`src/rtl/dfs_pkg.sv`:
```
`default_nettype none
// ----------------------------------------------------------------------------
// dfs_pkg
// Shared types and constants of the delimited field selector: register
// indexes, fixed field widths and the job handed to the output sequencer.
// ----------------------------------------------------------------------------
package dfs_pkg;

  localparam int ByteW    = 8;
  localparam int RegW     = 64;
  localparam int CntW     = 4;
  localparam int CfgIdxW  = 3;
  localparam int SelIdxW  = 6;

  localparam logic [ByteW-1:0] NEWLINE = 8'd10;

  // configuration register indexes
  localparam logic [CfgIdxW-1:0] CFG_IN_DELIM_BYTES  = 3'd0;
  localparam logic [CfgIdxW-1:0] CFG_IN_DELIM_COUNT  = 3'd1;
  localparam logic [CfgIdxW-1:0] CFG_OUT_DELIM_BYTES = 3'd2;
  localparam logic [CfgIdxW-1:0] CFG_OUT_DELIM_LEN   = 3'd3;
  localparam logic [CfgIdxW-1:0] CFG_FIELD_SELECT    = 3'd4;

  // one input byte's worth of output: separator bytes, then optionally the byte
  typedef struct packed {
    logic [CntW-1:0]  sep_len;
    logic [ByteW-1:0] data_byte;
    logic             byte_en;
  } dfs_job_t;

endpackage : dfs_pkg
`default_nettype wire

```
`src/rtl/dfs_if.sv`:
```
`default_nettype none
// ----------------------------------------------------------------------------
// dfs_if
// Channel interfaces of the delimited field selector: text input, selected
// text output and configuration write.
// ----------------------------------------------------------------------------
interface dfs_in_if;
  logic       valid;
  logic       ready;
  logic [7:0] in_byte;

  modport source (output valid, output in_byte, input ready);
  modport sink   (input valid, input in_byte, output ready);
endinterface : dfs_in_if

interface dfs_out_if;
  logic       valid;
  logic       ready;
  logic [7:0] out_byte;
  logic       run_last;

  modport source (output valid, output out_byte, output run_last, input ready);
  modport sink   (input valid, input out_byte, input run_last, output ready);
endinterface : dfs_out_if

interface dfs_cfg_if;
  logic        valid;
  logic        ready;
  logic [2:0]  index;
  logic [63:0] data;

  modport source (output valid, output index, output data, input ready);
  modport sink   (input valid, input index, input data, output ready);
endinterface : dfs_cfg_if
`default_nettype wire

```
`src/rtl/dfs_emit.sv`:
```
`default_nettype none
// ----------------------------------------------------------------------------
// dfs_emit
// Output sequencer: plays out one job a byte per cycle while not stalled,
// separator bytes first, then the token byte; flags each job's last byte.
// ----------------------------------------------------------------------------
module dfs_emit (
  input  wire logic             clk,
  input  wire logic             rst_n,
  input  wire logic             job_valid,
  input  wire dfs_pkg::dfs_job_t job,
  input  wire logic [63:0]      sep_bytes,
  output logic                  take,
  dfs_out_if.source             out_chan
);
  import dfs_pkg::*;

  logic             valid_r, valid_nxt;
  logic [CntW-1:0]  sep_left_r, sep_left_nxt;
  logic [2:0]       pos_r, pos_nxt;
  dfs_job_t         job_r, job_nxt;
  logic             last_beat;
  logic             fire;

  assign last_beat = (sep_left_r == '0) ||
                     ((sep_left_r == CntW'(1)) && !job_r.byte_en);
  assign fire      = valid_r && out_chan.ready;
  assign take      = !valid_r || (out_chan.ready && last_beat);

  always_comb begin
    out_chan.valid    = valid_r;
    out_chan.run_last = last_beat;
    if (sep_left_r != '0) begin
      out_chan.out_byte = sep_bytes[{pos_r, 3'b000} +: ByteW];
    end else begin
      out_chan.out_byte = job_r.data_byte;
    end
  end

  always_comb begin
    valid_nxt    = valid_r;
    sep_left_nxt = sep_left_r;
    pos_nxt      = pos_r;
    job_nxt      = job_r;
    if (take) begin
      valid_nxt    = job_valid;
      sep_left_nxt = job.sep_len;
      pos_nxt      = '0;
      job_nxt      = job;
    end else if (fire) begin
      // still inside the separator run
      sep_left_nxt = sep_left_r - CntW'(1);
      pos_nxt      = pos_r + 3'd1;
    end
  end

  always_ff @(posedge clk) begin
    if (!rst_n) begin
      valid_r    <= 1'b0;
      sep_left_r <= '0;
      pos_r      <= '0;
    end else begin
      valid_r    <= valid_nxt;
      sep_left_r <= sep_left_nxt;
      pos_r      <= pos_nxt;
    end
  end

  always_ff @(posedge clk) begin
    job_r <= job_nxt;
  end

endmodule : dfs_emit
`default_nettype wire

```
`src/rtl/delimited_field_selector.sv`:
```
`default_nettype none
// ----------------------------------------------------------------------------
// delimited_field_selector
// Splits a byte stream into delimiter-separated tokens per line and passes
// the selected tokens on, joined by a separator string; newline passes through.
// ----------------------------------------------------------------------------
//   channel   dir  payload              transaction
//   in_chan   in   in_byte              one text byte
//   out_chan  out  out_byte, run_last   one output byte
//   cfg_chan  in   index, data          one register write, always ready
//
// Each byte is classified in the cycle it is taken and queued as a job in a
// one-entry holding register ahead of the output sequencer, so a byte per
// cycle flows when each causes at most one output byte and out_chan is not
// stalled. A byte that starts a selected token after an earlier one is put out
// behind out_delim_len separator bytes (length clamped to DELIM_MAX). Reset
// (rst_n low, synchronous) empties both job registers and clears the line
// state; output stalls back up through the holding register to in_chan.ready.
// ----------------------------------------------------------------------------
module delimited_field_selector #(
  parameter int MAX_FIELDS = 64,
  parameter int DELIM_MAX  = 8
) (
  input  wire logic  clk,
  input  wire logic  rst_n,
  dfs_in_if.sink     in_chan,
  dfs_out_if.source  out_chan,
  dfs_cfg_if.sink    cfg_chan
);
  import dfs_pkg::*;

  localparam int TokW = $clog2(MAX_FIELDS + 2);

  // configuration
  logic [RegW-1:0] in_delim_bytes_r;
  logic [CntW-1:0] in_delim_count_r;
  logic [RegW-1:0] out_delim_bytes_r;
  logic [CntW-1:0] out_delim_len_r;
  logic [RegW-1:0] field_select_r;

  // line state
  logic [TokW-1:0] tok_r, tok_nxt;
  logic            inside_r, inside_nxt;
  logic            emitted_r, emitted_nxt;

  // holding register
  logic            hold_valid_r, hold_valid_nxt;
  dfs_job_t        hold_job_r, hold_job_nxt;

  logic            take;
  logic            in_fire;
  logic            is_nl;
  logic            is_delim;
  logic [CntW-1:0] in_cnt_c;
  logic [CntW-1:0] out_len_c;
  logic            tok_sel;
  logic [6:0]      tok_m1;
  dfs_job_t        new_job;
  logic            new_valid;

  assign cfg_chan.ready = 1'b1;
  assign in_chan.ready  = !hold_valid_r || take;
  assign in_fire        = in_chan.valid && in_chan.ready;

  assign in_cnt_c  = (in_delim_count_r > CntW'(DELIM_MAX)) ? CntW'(DELIM_MAX)
                                                           : in_delim_count_r;
  assign out_len_c = (out_delim_len_r > CntW'(DELIM_MAX)) ? CntW'(DELIM_MAX)
                                                          : out_delim_len_r;
  assign is_nl     = (in_chan.in_byte == NEWLINE);

  always_comb begin
    is_delim = 1'b0;
    for (int i = 0; i < DELIM_MAX; i++) begin
      if ((CntW'(i) < in_cnt_c) && (in_delim_bytes_r[8*i +: 8] == in_chan.in_byte)) begin
        is_delim = 1'b1;
      end
    end
  end

  // classification and line state update
  always_comb begin
    tok_nxt             = tok_r;
    inside_nxt          = inside_r;
    emitted_nxt         = emitted_r;
    new_job.sep_len     = '0;
    new_job.data_byte   = in_chan.in_byte;
    new_job.byte_en     = 1'b0;
    tok_sel             = 1'b0;
    tok_m1              = '0;
    if (is_nl) begin
      tok_nxt         = '0;
      inside_nxt      = 1'b0;
      emitted_nxt     = 1'b0;
      new_job.byte_en = 1'b1;
    end else if (is_delim) begin
      inside_nxt = 1'b0;
    end else begin
      inside_nxt = 1'b1;
      if (!inside_r && (tok_r < TokW'(MAX_FIELDS + 1))) begin
        tok_nxt = tok_r + TokW'(1);
      end
      tok_m1  = 7'(tok_nxt) - 7'd1;
      tok_sel = (tok_nxt != '0) && (tok_nxt <= TokW'(MAX_FIELDS)) &&
                field_select_r[tok_m1[SelIdxW-1:0]];
      if (!inside_r && tok_sel) begin
        // separator only ahead of a token that is not the first selected one
        if (emitted_r) begin
          new_job.sep_len = out_len_c;
        end
        emitted_nxt = 1'b1;
      end
      new_job.byte_en = tok_sel;
    end
  end

  assign new_valid = new_job.byte_en || (new_job.sep_len != '0);

  always_comb begin
    hold_valid_nxt = hold_valid_r;
    hold_job_nxt   = hold_job_r;
    if (in_fire) begin
      hold_valid_nxt = new_valid;
      hold_job_nxt   = new_job;
    end else if (take) begin
      hold_valid_nxt = 1'b0;
    end
  end

  always_ff @(posedge clk) begin
    if (!rst_n) begin
      tok_r        <= '0;
      inside_r     <= 1'b0;
      emitted_r    <= 1'b0;
      hold_valid_r <= 1'b0;
    end else begin
      hold_valid_r <= hold_valid_nxt;
      if (in_fire) begin
        tok_r     <= tok_nxt;
        inside_r  <= inside_nxt;
        emitted_r <= emitted_nxt;
      end
    end
  end

  always_ff @(posedge clk) begin
    hold_job_r <= hold_job_nxt;
  end

  always_ff @(posedge clk) begin
    if (!rst_n) begin
      in_delim_bytes_r  <= '0;
      in_delim_count_r  <= CntW'(1);
      out_delim_bytes_r <= '0;
      out_delim_len_r   <= CntW'(1);
      field_select_r    <= '0;
    end else if (cfg_chan.valid) begin
      case (cfg_chan.index)
        CFG_IN_DELIM_BYTES:  in_delim_bytes_r  <= cfg_chan.data;
        CFG_IN_DELIM_COUNT:  in_delim_count_r  <= cfg_chan.data[CntW-1:0];
        CFG_OUT_DELIM_BYTES: out_delim_bytes_r <= cfg_chan.data;
        CFG_OUT_DELIM_LEN:   out_delim_len_r   <= cfg_chan.data[CntW-1:0];
        CFG_FIELD_SELECT:    field_select_r    <= cfg_chan.data;
        default: begin
        end
      endcase
    end
  end

  dfs_emit u_emit (
    .clk       (clk),
    .rst_n     (rst_n),
    .job_valid (hold_valid_r),
    .job       (hold_job_r),
    .sep_bytes (out_delim_bytes_r),
    .take      (take),
    .out_chan  (out_chan)
  );

`ifndef SYNTHESIS
  a_sep_has_byte : assert property (@(posedge clk) disable iff (!rst_n)
    (hold_valid_r && (hold_job_r.sep_len != '0)) |-> hold_job_r.byte_en)
    else $error("separator job without token byte");

  a_tok_sat : assert property (@(posedge clk) disable iff (!rst_n)
    tok_r <= TokW'(MAX_FIELDS + 1))
    else $error("token count beyond saturation");

  a_nl_clears : assert property (@(posedge clk) disable iff (!rst_n)
    (in_fire && is_nl) |=> ((tok_r == '0) && !inside_r && !emitted_r))
    else $error("newline left line state set");

  a_free_ready : assert property (@(posedge clk) disable iff (!rst_n)
    !hold_valid_r |-> in_chan.ready)
    else $error("input stalled with empty holding register");
`endif

endmodule : delimited_field_selector
`default_nettype wire
```
`src/flat_wrapper.sv`:
```
// flat-port wrapper written by rule: the top's interface ports become plain ports
module delimited_field_selector_flat import dfs_pkg::*;
#(
  parameter int MAX_FIELDS = 64,
  parameter int DELIM_MAX  = 8
)
  (clk, rst_n, in_chan_valid, in_chan_in_byte, in_chan_ready, out_chan_valid, out_chan_out_byte, out_chan_run_last, out_chan_ready, cfg_chan_valid, cfg_chan_index, cfg_chan_data, cfg_chan_ready);
  dfs_in_if in_chan_i ();
  dfs_out_if out_chan_i ();
  dfs_cfg_if cfg_chan_i ();
  input  wire logic clk;
  input  wire logic rst_n;
  input wire logic [$bits(in_chan_i.valid)-1:0] in_chan_valid;
  input wire logic [$bits(in_chan_i.in_byte)-1:0] in_chan_in_byte;
  output wire logic [$bits(in_chan_i.ready)-1:0] in_chan_ready;
  output wire logic [$bits(out_chan_i.valid)-1:0] out_chan_valid;
  output wire logic [$bits(out_chan_i.out_byte)-1:0] out_chan_out_byte;
  output wire logic [$bits(out_chan_i.run_last)-1:0] out_chan_run_last;
  input wire logic [$bits(out_chan_i.ready)-1:0] out_chan_ready;
  input wire logic [$bits(cfg_chan_i.valid)-1:0] cfg_chan_valid;
  input wire logic [$bits(cfg_chan_i.index)-1:0] cfg_chan_index;
  input wire logic [$bits(cfg_chan_i.data)-1:0] cfg_chan_data;
  output wire logic [$bits(cfg_chan_i.ready)-1:0] cfg_chan_ready;
  assign in_chan_i.valid = in_chan_valid;
  assign in_chan_i.in_byte = in_chan_in_byte;
  assign in_chan_ready = in_chan_i.ready;
  assign out_chan_valid = out_chan_i.valid;
  assign out_chan_out_byte = out_chan_i.out_byte;
  assign out_chan_run_last = out_chan_i.run_last;
  assign out_chan_i.ready = out_chan_ready;
  assign cfg_chan_i.valid = cfg_chan_valid;
  assign cfg_chan_i.index = cfg_chan_index;
  assign cfg_chan_i.data = cfg_chan_data;
  assign cfg_chan_ready = cfg_chan_i.ready;
  delimited_field_selector #(.MAX_FIELDS(MAX_FIELDS), .DELIM_MAX(DELIM_MAX)) u_core (.clk(clk), .rst_n(rst_n), .in_chan(in_chan_i), .out_chan(out_chan_i), .cfg_chan(cfg_chan_i));
endmodule
```
`config.mk`:
```
export PLATFORM = sky130hd
export DESIGN_NAME = delimited_field_selector_flat
export DESIGN_NICKNAME = d
export VERILOG_FILES = /design/src/rtl/dfs_pkg.sv /design/src/rtl/dfs_if.sv /design/src/rtl/dfs_emit.sv /design/src/rtl/delimited_field_selector.sv /design/src/flat_wrapper.sv
export SDC_FILE = /design/constraint.sdc
export NUM_CORES = 1
export LEC_CHECK = 0
export BUFFER_PORTS_ARGS = -buffer_cell sky130_fd_sc_hd__buf_2
export CAP_MARGIN = 20
export CORE_MARGIN = 2
export CORE_UTILIZATION = 62
export CTS_BUF_LIST = sky130_fd_sc_hd__clkbuf_4
export DETAILED_ROUTE_END_ITERATION = 8
export GPL_ROUTABILITY_DRIVEN = 0
export PLACE_DENSITY = 0.86
export SKIP_CTS_REPAIR_TIMING = 1
export SLEW_MARGIN = 15
export SYNTH_ARGS = -nofsm -noshare
export SYNTH_HDL_FRONTEND = slang
export SYNTH_SLANG_ARGS = --single-unit
```
`constraint.sdc`:
```
create_clock -name clk -period 5.6 [get_ports clk]
set_input_delay 1.12 -clock clk [delete_from_list [all_inputs] [get_ports clk]]
set_output_delay 1.12 -clock clk [all_outputs]
set_load 0.05 [all_outputs]
```
==> flow_metrics.tcl, run 1 <==
set metrics [dict create \
    status "finished, final reports clean" \
    tritoncts_clock_tree "yes" \
    achievable-frequency_ghz 0.202 \
    dieHeight_um 141 \
    synth_top_area_share_pct 37.6 \
    timing_hold_violations_final 0 \
    ioPinCount 92 \
    synth_flop_cell "sky130_fd_sc_hd__dfxtp_1" \
    critPathTopFamily "simple AND/OR/NAND/NOR gates" \
    netlist.top_cell.by_area "sky130_fd_sc_hd__dfxtp_1" \
    numCtsBuffers 60 \
    post_synth_most_frequent_cells "463 x sky130_fd_sc_hd__nand2_1, 218 x sky130_fd_sc_hd__dfxtp_1, 216 x sky130_fd_sc_hd__a21oi_1, 86 x sky130_fd_sc_hd__clkbuf_1, 56 x sky130_fd_sc_hd__xor2_1" \
    final_period_demand_of_the_worst_path_ps 4940 \
    hold_path.class "reg2reg" \
    path_cells "or2_2 > o21ai_4 > o21ai_2 > ha_1 > buf_16 > or3b_2 > o22ai_1 > a221o_1 > nand3_1 > a21oi_1 > a21oi_1 > a41oi_1 > and3_4 > nor4bb_2" \
    fin_area_mm2 0.0128 \
    detail_route.vias_per_cell 6.24 \
    grt_start_max_net_pins 135 \
    final-max-slew-violation-count 0 \
    clock_latency_of_the_later_clocked_register_in_the_worst_skew_pair_ps 730 \
    detail_route.wirelength_mm 34.0 \
    critical_path_buf_inv_count 1 \
    fin_crit_sh_pct 88.3 \
    ctsRootBufferMaster "sky130_fd_sc_hd__clkbuf_4" \
    mappedNetlistArea_mm2 0.0116 \
    grt_pass1_vias 10100 \
    drive_above_1_share_pct 16.1 \
    clk_pin_slew_ps 70 \
    grt.total_usage_pct 33.8 \
    placement.cell_area_mm2 0.0120 \
    leading_cell_type_by_number_of_instances_after_synthesis "sky130_fd_sc_hd__nand2_1" \
    setup_total_negative_slack_ps 0 \
    placeableCoreArea_mm2 0.0185 \
    leakage_power_nw 4.78 \
    critical-path-slowest-cell "sky130_fd_sc_hd__dfxtp_1" \
    syn_to_final_growth_pct 10.2 \
    antenna_found_initial 1 \
    timing.max_slew.rel_slack_pct 22.4 \
    powerDensity_mw_per_mm2 297 \
    utilization_pct 69.0 \
    cap_violations 0 \
    critPathMaxFanout 29 \
    ys_warns 0 \
    initial_utilization_pct 62.6 \
    report.power.total_mw 3.79 \
    dp_hpwl_mm 23.1 \
    postSynthRegisterBits 240 \
    yosysUniqueCellTypes 75 \
    synth_sequential_area_ratio_pct 43.3 \
    worstPathArrival_ps 5430 \
    path_common_cell "sky130_fd_sc_hd__a21oi_1" \
    synth.avg_cell_area_um2 8.02 \
    h-tree-depth 2 \
    nets 1589 \
    grt_first_pass_wirelength_mm 52.8 \
    avgRoutedWirePerCell_um 19.2 \
    detail_route.iter0.violations 1306 \
    max-vdd-ir-drop_uv 224 \
    routed_vias 11100 \
    ys_top_cells_by_area "sky130_fd_sc_hd__dfxtp_1 38%, sky130_fd_sc_hd__nand2_1 15%, sky130_fd_sc_hd__a21oi_1 9.3%" \
    grt-ovfl-total 0 \
    drt_first_pass_iters 6 \
    max_stage_delay_ps 760 \
    chipWidth_um 141 \
    grt_setup_unrepaired "false" \
    die-area_mm2 0.0198 \
    final-setup-viol-count 0 \
    synth-edff-count 22 \
    synth_cells 1446 \
    ctsLongestPathBuffers 3 \
    worst_setup_path_start_kind "register" \
    cp-end-kind "register" \
    synth.net_count 1531 \
    synth-async-reset-ratio_pct 0 \
    final.setup_skew_ps 77.2 \
    cts.sinks 240 \
    remaining_routing_drc_violations 0 \
    number_of_i_o_port_buffers 90 \
    worst_ep_required_time_ps 6080 \
    post_drt_antenna_nets 0 \
    rows 50 \
    worstSetupPathType "reg2reg" \
    timing_worst_slew_pin_value_ps 1160 \
]
-- metrics by stage --
| step | hold slack [ps] | worst slack, ps | std cells |
|---|---|---|---|
| global placement | 401 | 803 | 1673 |
| CTS | 426 | 546 | 1771 |
| finish | 424 | 655 | 1776 |
| global route | 435 | 401 | 1775 |
| floorplan | 400 | 1420 | 1446 |
| detailed placement | 406 | 586 | 1674 |
-- kinds of logic after synthesis --
| logic type | after synthesis | synth area share, % |
|---|---|---|
| flip-flops | 240 | 43.3 |
| other | 1 | 0.0323 |
| AND/OR/NAND/NOR | 605 | 21.9 |
| multiplexers | 63 | 7.40 |
| XOR/XNOR | 69 | 5.37 |
| adder cells (fa/ha/maj) | 5 | 0.540 |
| AO/OA/AOI/OAI | 339 | 17.1 |
| buffers and inverters | 124 | 4.35 |
-- power breakdown --
| group | switching, mW | total, mW | leakage (nW) | internal (mW) |
|---|---|---|---|---|
| clock network | 0.693 | 1.44 | 0.433 | 0.745 |
| logic | 0.343 | 0.518 | 2.35 | 0.175 |
| registers | 0.0460 | 1.83 | 1.99 | 1.79 |
-- metal layers --
layer  global-route usage (%)  wire length, um
met1                     44.9            13000
met2                     53.5            15100
met3                     6.45             4140
met4                     16.0             1730
met5                        0                0
-- path summary, 6_finish.rpt --
check | start | end | slack [ps] | depth (start not counted)
worst max-delay path | u_core.inside_r | u_core.hold_job_r[12] | 660 | 14
worst min register to register | u_core.hold_job_r[8] | u_core.u_emit.job_r[8] | 420 | 0
worst max register to register | u_core.inside_r | u_core.hold_job_r[12] | 660 | 14
worst min-delay path | u_core.hold_job_r[8] | u_core.u_emit.job_r[8] | 420 | 0
-- sequential cells by signal, indices dropped and copies added, names as in the netlist --
signal / flops
u_core.hold_valid_r: 1
u_core.in_delim_bytes_r: 64
u_core.u_emit.job_r: 9
u_core.out_delim_len_r: 4
u_core.field_select_r: 64
u_core.out_delim_bytes_r: 64
u_core.u_emit.pos_r: 3
u_core.tok_r: 7
u_core.in_delim_count_r: 4
u_core.inside_r: 1
u_core.hold_job_r: 13
u_core.u_emit.sep_left_r: 4
u_core.u_emit.out_chan.valid: 1
u_core.emitted_r: 1
-- layout by cell type (no fill, tap or decap), drive strengths merged, types with 6 or more instances in the layout --
cell type and instances:
a211oi 9, a21oi 216, a22oi 10, a31oi 12
and2 6, and3 10, buf 105, clkbuf 86
clkinv 9, dfxtp 218, edfxtp 22, inv 16
mux2 12, mux2i 34, mux4 17, nand2 463
nand3 18, nand4 6, nor2 42, nor3 14
nor4 17, o211ai 10, o21ai 38, or3 6
xnor2 13, xor2 56
-- layout make-up --
type	count	area [um2]
flip-flops and latches	240	5030
multi-input cells	1082	6090
clock buffers	86	646
clock inverters	11	80.1
diodes	3	7.51
repair buffers	105	581
fillers	1469	5740
well taps	234	293
inverters	15	61.3
No activity file was read; power rests on OpenSTA's default activity.
==> run 2, diff against run 1 <==
--- a/config.mk
+++ b/config.mk
@@ -8,13 +8,14 @@
 export BUFFER_PORTS_ARGS = -buffer_cell sky130_fd_sc_hd__buf_2
 export CAP_MARGIN = 20
 export CORE_MARGIN = 2
-export CORE_UTILIZATION = 62
+export CORE_UTILIZATION = 56
 export CTS_BUF_LIST = sky130_fd_sc_hd__clkbuf_4
 export DETAILED_ROUTE_END_ITERATION = 8
 export GPL_ROUTABILITY_DRIVEN = 0
-export PLACE_DENSITY = 0.86
+export PLACE_DENSITY = 0.82
 export SKIP_CTS_REPAIR_TIMING = 1
 export SLEW_MARGIN = 15
 export SYNTH_ARGS = -nofsm -noshare
 export SYNTH_HDL_FRONTEND = slang
+export SYNTH_HIERARCHICAL = 1
 export SYNTH_SLANG_ARGS = --single-unit
==> constraint.sdc (replaced) <==
create_clock -name clk -period 4.1 [get_ports clk]
set_input_delay 0.82 -clock clk [delete_from_list [all_inputs] [get_ports clk]]
set_output_delay 0.82 -clock clk [all_outputs]
set_load 0.05 [all_outputs]
==> run 2 against run 1 <==
Die area is 12% higher; synthesized cell count down 7.6%; via count decreased by 7.3%; combinational power grew 33%; critical path type unchanged; largest power group unchanged.
==> flow_metrics.tcl, run 2 <==
set metrics [dict create \
    worstSetupPathType "reg2reg" \
    grt_pass1_vias 9563 \
    final-max-slew-violation-count 0 \
    ys_top_cells_by_area "sky130_fd_sc_hd__dfxtp_1 37%, sky130_fd_sc_hd__nand2_1 13%, sky130_fd_sc_hd__a21boi_0 12%" \
    final.setup_skew_ps 51.8 \
    hold_path.class "in2reg" \
    ioPinCount 92 \
    worstPathArrival_ps 4340 \
    path_cells "or4b_1 > o211ai_2 > inv_2 > ha_2 > mux2i_1 > o22ai_1 > a21oi_1 > o21ai_0 > o311ai_2 > a221oi_4 > o41ai_4 > nand2_1" \
    mappedNetlistArea_mm2 0.0117 \
    number_of_i_o_port_buffers 90 \
    dp.cells 1625 \
    leading_cell_type_by_number_of_instances_after_synthesis "sky130_fd_sc_hd__nand2_1" \
    grt-ovfl-total 0 \
    clk_pin_slew_ps 70 \
    syn_to_final_growth_pct 10.8 \
    max_stage_delay_ps 500 \
    grt.total_usage_pct 30.8 \
    synth_flop_cell "sky130_fd_sc_hd__dfxtp_1" \
    setup.reg_to_reg.worst_slack_ps 200 \
    worst_setup_path_start_kind "register" \
    grt_start_max_net_pins 69 \
    dp_hpwl_mm 24.1 \
    fin_crit_sh_pct 95.0 \
    antenna_found_initial 1 \
    status "finished, final reports clean" \
    placeableCoreArea_mm2 0.0204 \
    numCtsBuffers 60 \
    netlist.top_cell.by_area "sky130_fd_sc_hd__dfxtp_1" \
    max-vdd-ir-drop_uv 234 \
    cap_violations 0 \
    cts.sinks 240 \
    leakage_power_nw 4.87 \
    timing.hold.worst.start "cfg_chan_data[61]" \
    post_drt_antenna_nets 0 \
    utilization_pct 63.8 \
    setup_ws_post_layout_ps 204 \
    rows 52 \
    leading_cell_types_in_the_layout_fill_and_taps_excluded "415 x sky130_fd_sc_hd__nand2_1, 218 x sky130_fd_sc_hd__dfxtp_1, 188 x sky130_fd_sc_hd__a21boi_0, 89 x sky130_fd_sc_hd__buf_2, 85 x sky130_fd_sc_hd__clkbuf_4" \
    timing_hold_violations_final 0 \
    largest_regs "u_core/field_select_r: 64 flops, u_core/in_delim_bytes_r: 64 flops, u_core/out_delim_bytes_r: 64 flops" \
    avgRoutedWirePerCell_um 20.0 \
    drive_above_1_share_pct 17.9 \
    die-area_mm2 0.0221 \
    initial_utilization_pct 57.6 \
    tritoncts_clock_tree "yes" \
    reg2reg_start "u_core/tok_r[6]" \
    grt_first_pass_wirelength_mm 52.5 \
    yosysUniqueCellTypes 81 \
    dieHeight_um 149 \
    synth-edff-count 22 \
    report.power.total_mw 5.06 \
    ctsRootBufferMaster "sky130_fd_sc_hd__clkbuf_4" \
    critical-path-slowest-cell "sky130_fd_sc_hd__o41ai_4" \
    chipWidth_um 149 \
    synth.avg_cell_area_um2 8.78 \
    synth-async-reset-ratio_pct 0 \
    cp-end-kind "register" \
    clock_latency_of_the_later_clocked_register_in_the_worst_skew_pair_ps 740 \
    preCtsSetupSlack_ps 4.26 \
    final_period_demand_of_the_worst_path_ps 3900 \
    critPathMaxFanout 11 \
    worst_ep_required_time_ps 4540 \
    detail_route.iter0.violations 1188 \
    h-tree-depth 2 \
    synth.net_count 1422 \
    layout_commonest_cell "sky130_fd_sc_hd__nand2_1" \
    powerDensity_mw_per_mm2 390 \
    timing.max_slew.rel_slack_pct 26.5 \
    synth_top_area_share_pct 37.2 \
    fillers 1703 \
    drt_first_pass_iters 5 \
    nets 1503 \
    timing_worst_slew_pin_value_ps 1100 \
    detail_route.wirelength_mm 34.5 \
    postSynthRegisterBits 240 \
    post_layout_nonfiller_instances 1726 \
    achievable-frequency_ghz 0.257 \
    final-setup-viol-count 0 \
    synth_cells 1336 \
    detail_route.vias_per_cell 5.95 \
    synth_sequential_area_ratio_pct 42.8 \
    ys_warns 6 \
    post_synth_most_frequent_cells "416 x sky130_fd_sc_hd__nand2_1, 218 x sky130_fd_sc_hd__dfxtp_1, 188 x sky130_fd_sc_hd__a21boi_0, 67 x sky130_fd_sc_hd__clkbuf_1, 63 x sky130_fd_sc_hd__xor2_1" \
    fin_worst_hold_slack_ps 382 \
    timing_startpoint_of_the_critical_path "u_core/tok_r[6]" \
    remaining_routing_drc_violations 0 \
    ctsLongestPathBuffers 3 \
    routed_vias 10300 \
]
==> run 2: cell types whose count changed after synthesis, moves of 9 or more <==
cell	previous run	this run
sky130_fd_sc_hd__a21boi_0	0	188
sky130_fd_sc_hd__clkbuf_1	86	67
sky130_fd_sc_hd__nor2_1	42	29
sky130_fd_sc_hd__nand2_1	463	416
sky130_fd_sc_hd__buf_1	13	4
sky130_fd_sc_hd__a21oi_1	216	25
sky130_fd_sc_hd__o21ai_0	36	11
==> run 2: worst paths after layout <==
| path | endpoint | depth (start not counted) |
|---|---|---|
| worst max-delay path | u_core/hold_job_r[0] | 12 |
| worst min-delay path | u_core/in_delim_bytes_r[61] | 3 |
| worst max register to register | u_core/hold_job_r[0] | 12 |
| worst min register to register | u_core/u_emit/job_r[6] | 0 |
==> run 2: cell type report <==
class / count / area [um2] / share of cell area [%]
Multi-Input combinational cell: 984 / 6220 / 47.9
Sequential cell: 240 / 5020 / 38.7
Timing Repair Buffer: 115 / 641 / 4.93
Clock buffer: 85 / 638 / 4.91
Tap cell: 270 / 338 / 2.60
Clock inverter: 15 / 67.6 / 0.520
Inverter: 16 / 60.1 / 0.462
Antenna cell: 1 / 2.50 / 0.0193
==> run 2: critical path: cells and delay by family, from the launching register on <==
family / cells / cell delay [ps]
compound gates: 7 / 1630
simple gates: 2 / 610
flops: 1 / 490
fa+ha+maj: 1 / 450
mux: 1 / 290
buf+inv: 1 / 160
==> run 2: power by group <==
group | total (mW) | switching, mW | internal (mW)
Combinational | 0.689 | 0.444 | 0.244
Sequential | 2.47 | 0.0400 | 2.43
Clock | 1.90 | 0.957 | 0.944
Total | 5.06 | 1.44 | 3.62
==> run 2: routing by layer <==
metal,up-vias,wire length [um],GRT usage (%),share of wire [%]
li1,4744,-,-,-
met3,83,3500,7.37,10
met2,534,15700,48.0,45
met1,4905,14300,41.5,41
met5,-,0,0,0
met4,0,1030,12.3,3.0
==> run 2: cells by family after synthesis <==
family | Yosys count | share of synthesized area, %
flip-flops | 240 | 42.8
buffers and inverters | 112 | 4.40
other | 1 | 0.0320
adder cells (fa/ha/maj) | 6 | 0.640
XOR/XNOR | 72 | 5.60
multiplexers | 63 | 7.66
AO/OA/AOI/OAI | 279 | 18.1
AND/OR/NAND/NOR | 563 | 20.8
==> run 2: metrics by stage <==
stage,TNS [ps],area (um2)
2_1_floorplan,0,11700
3_3_place_gp,0,12300
6_report,0,13000
3_5_place_dp,0,12300
4_1_cts,-50.7,13000
5_1_grt,-17.2,13000
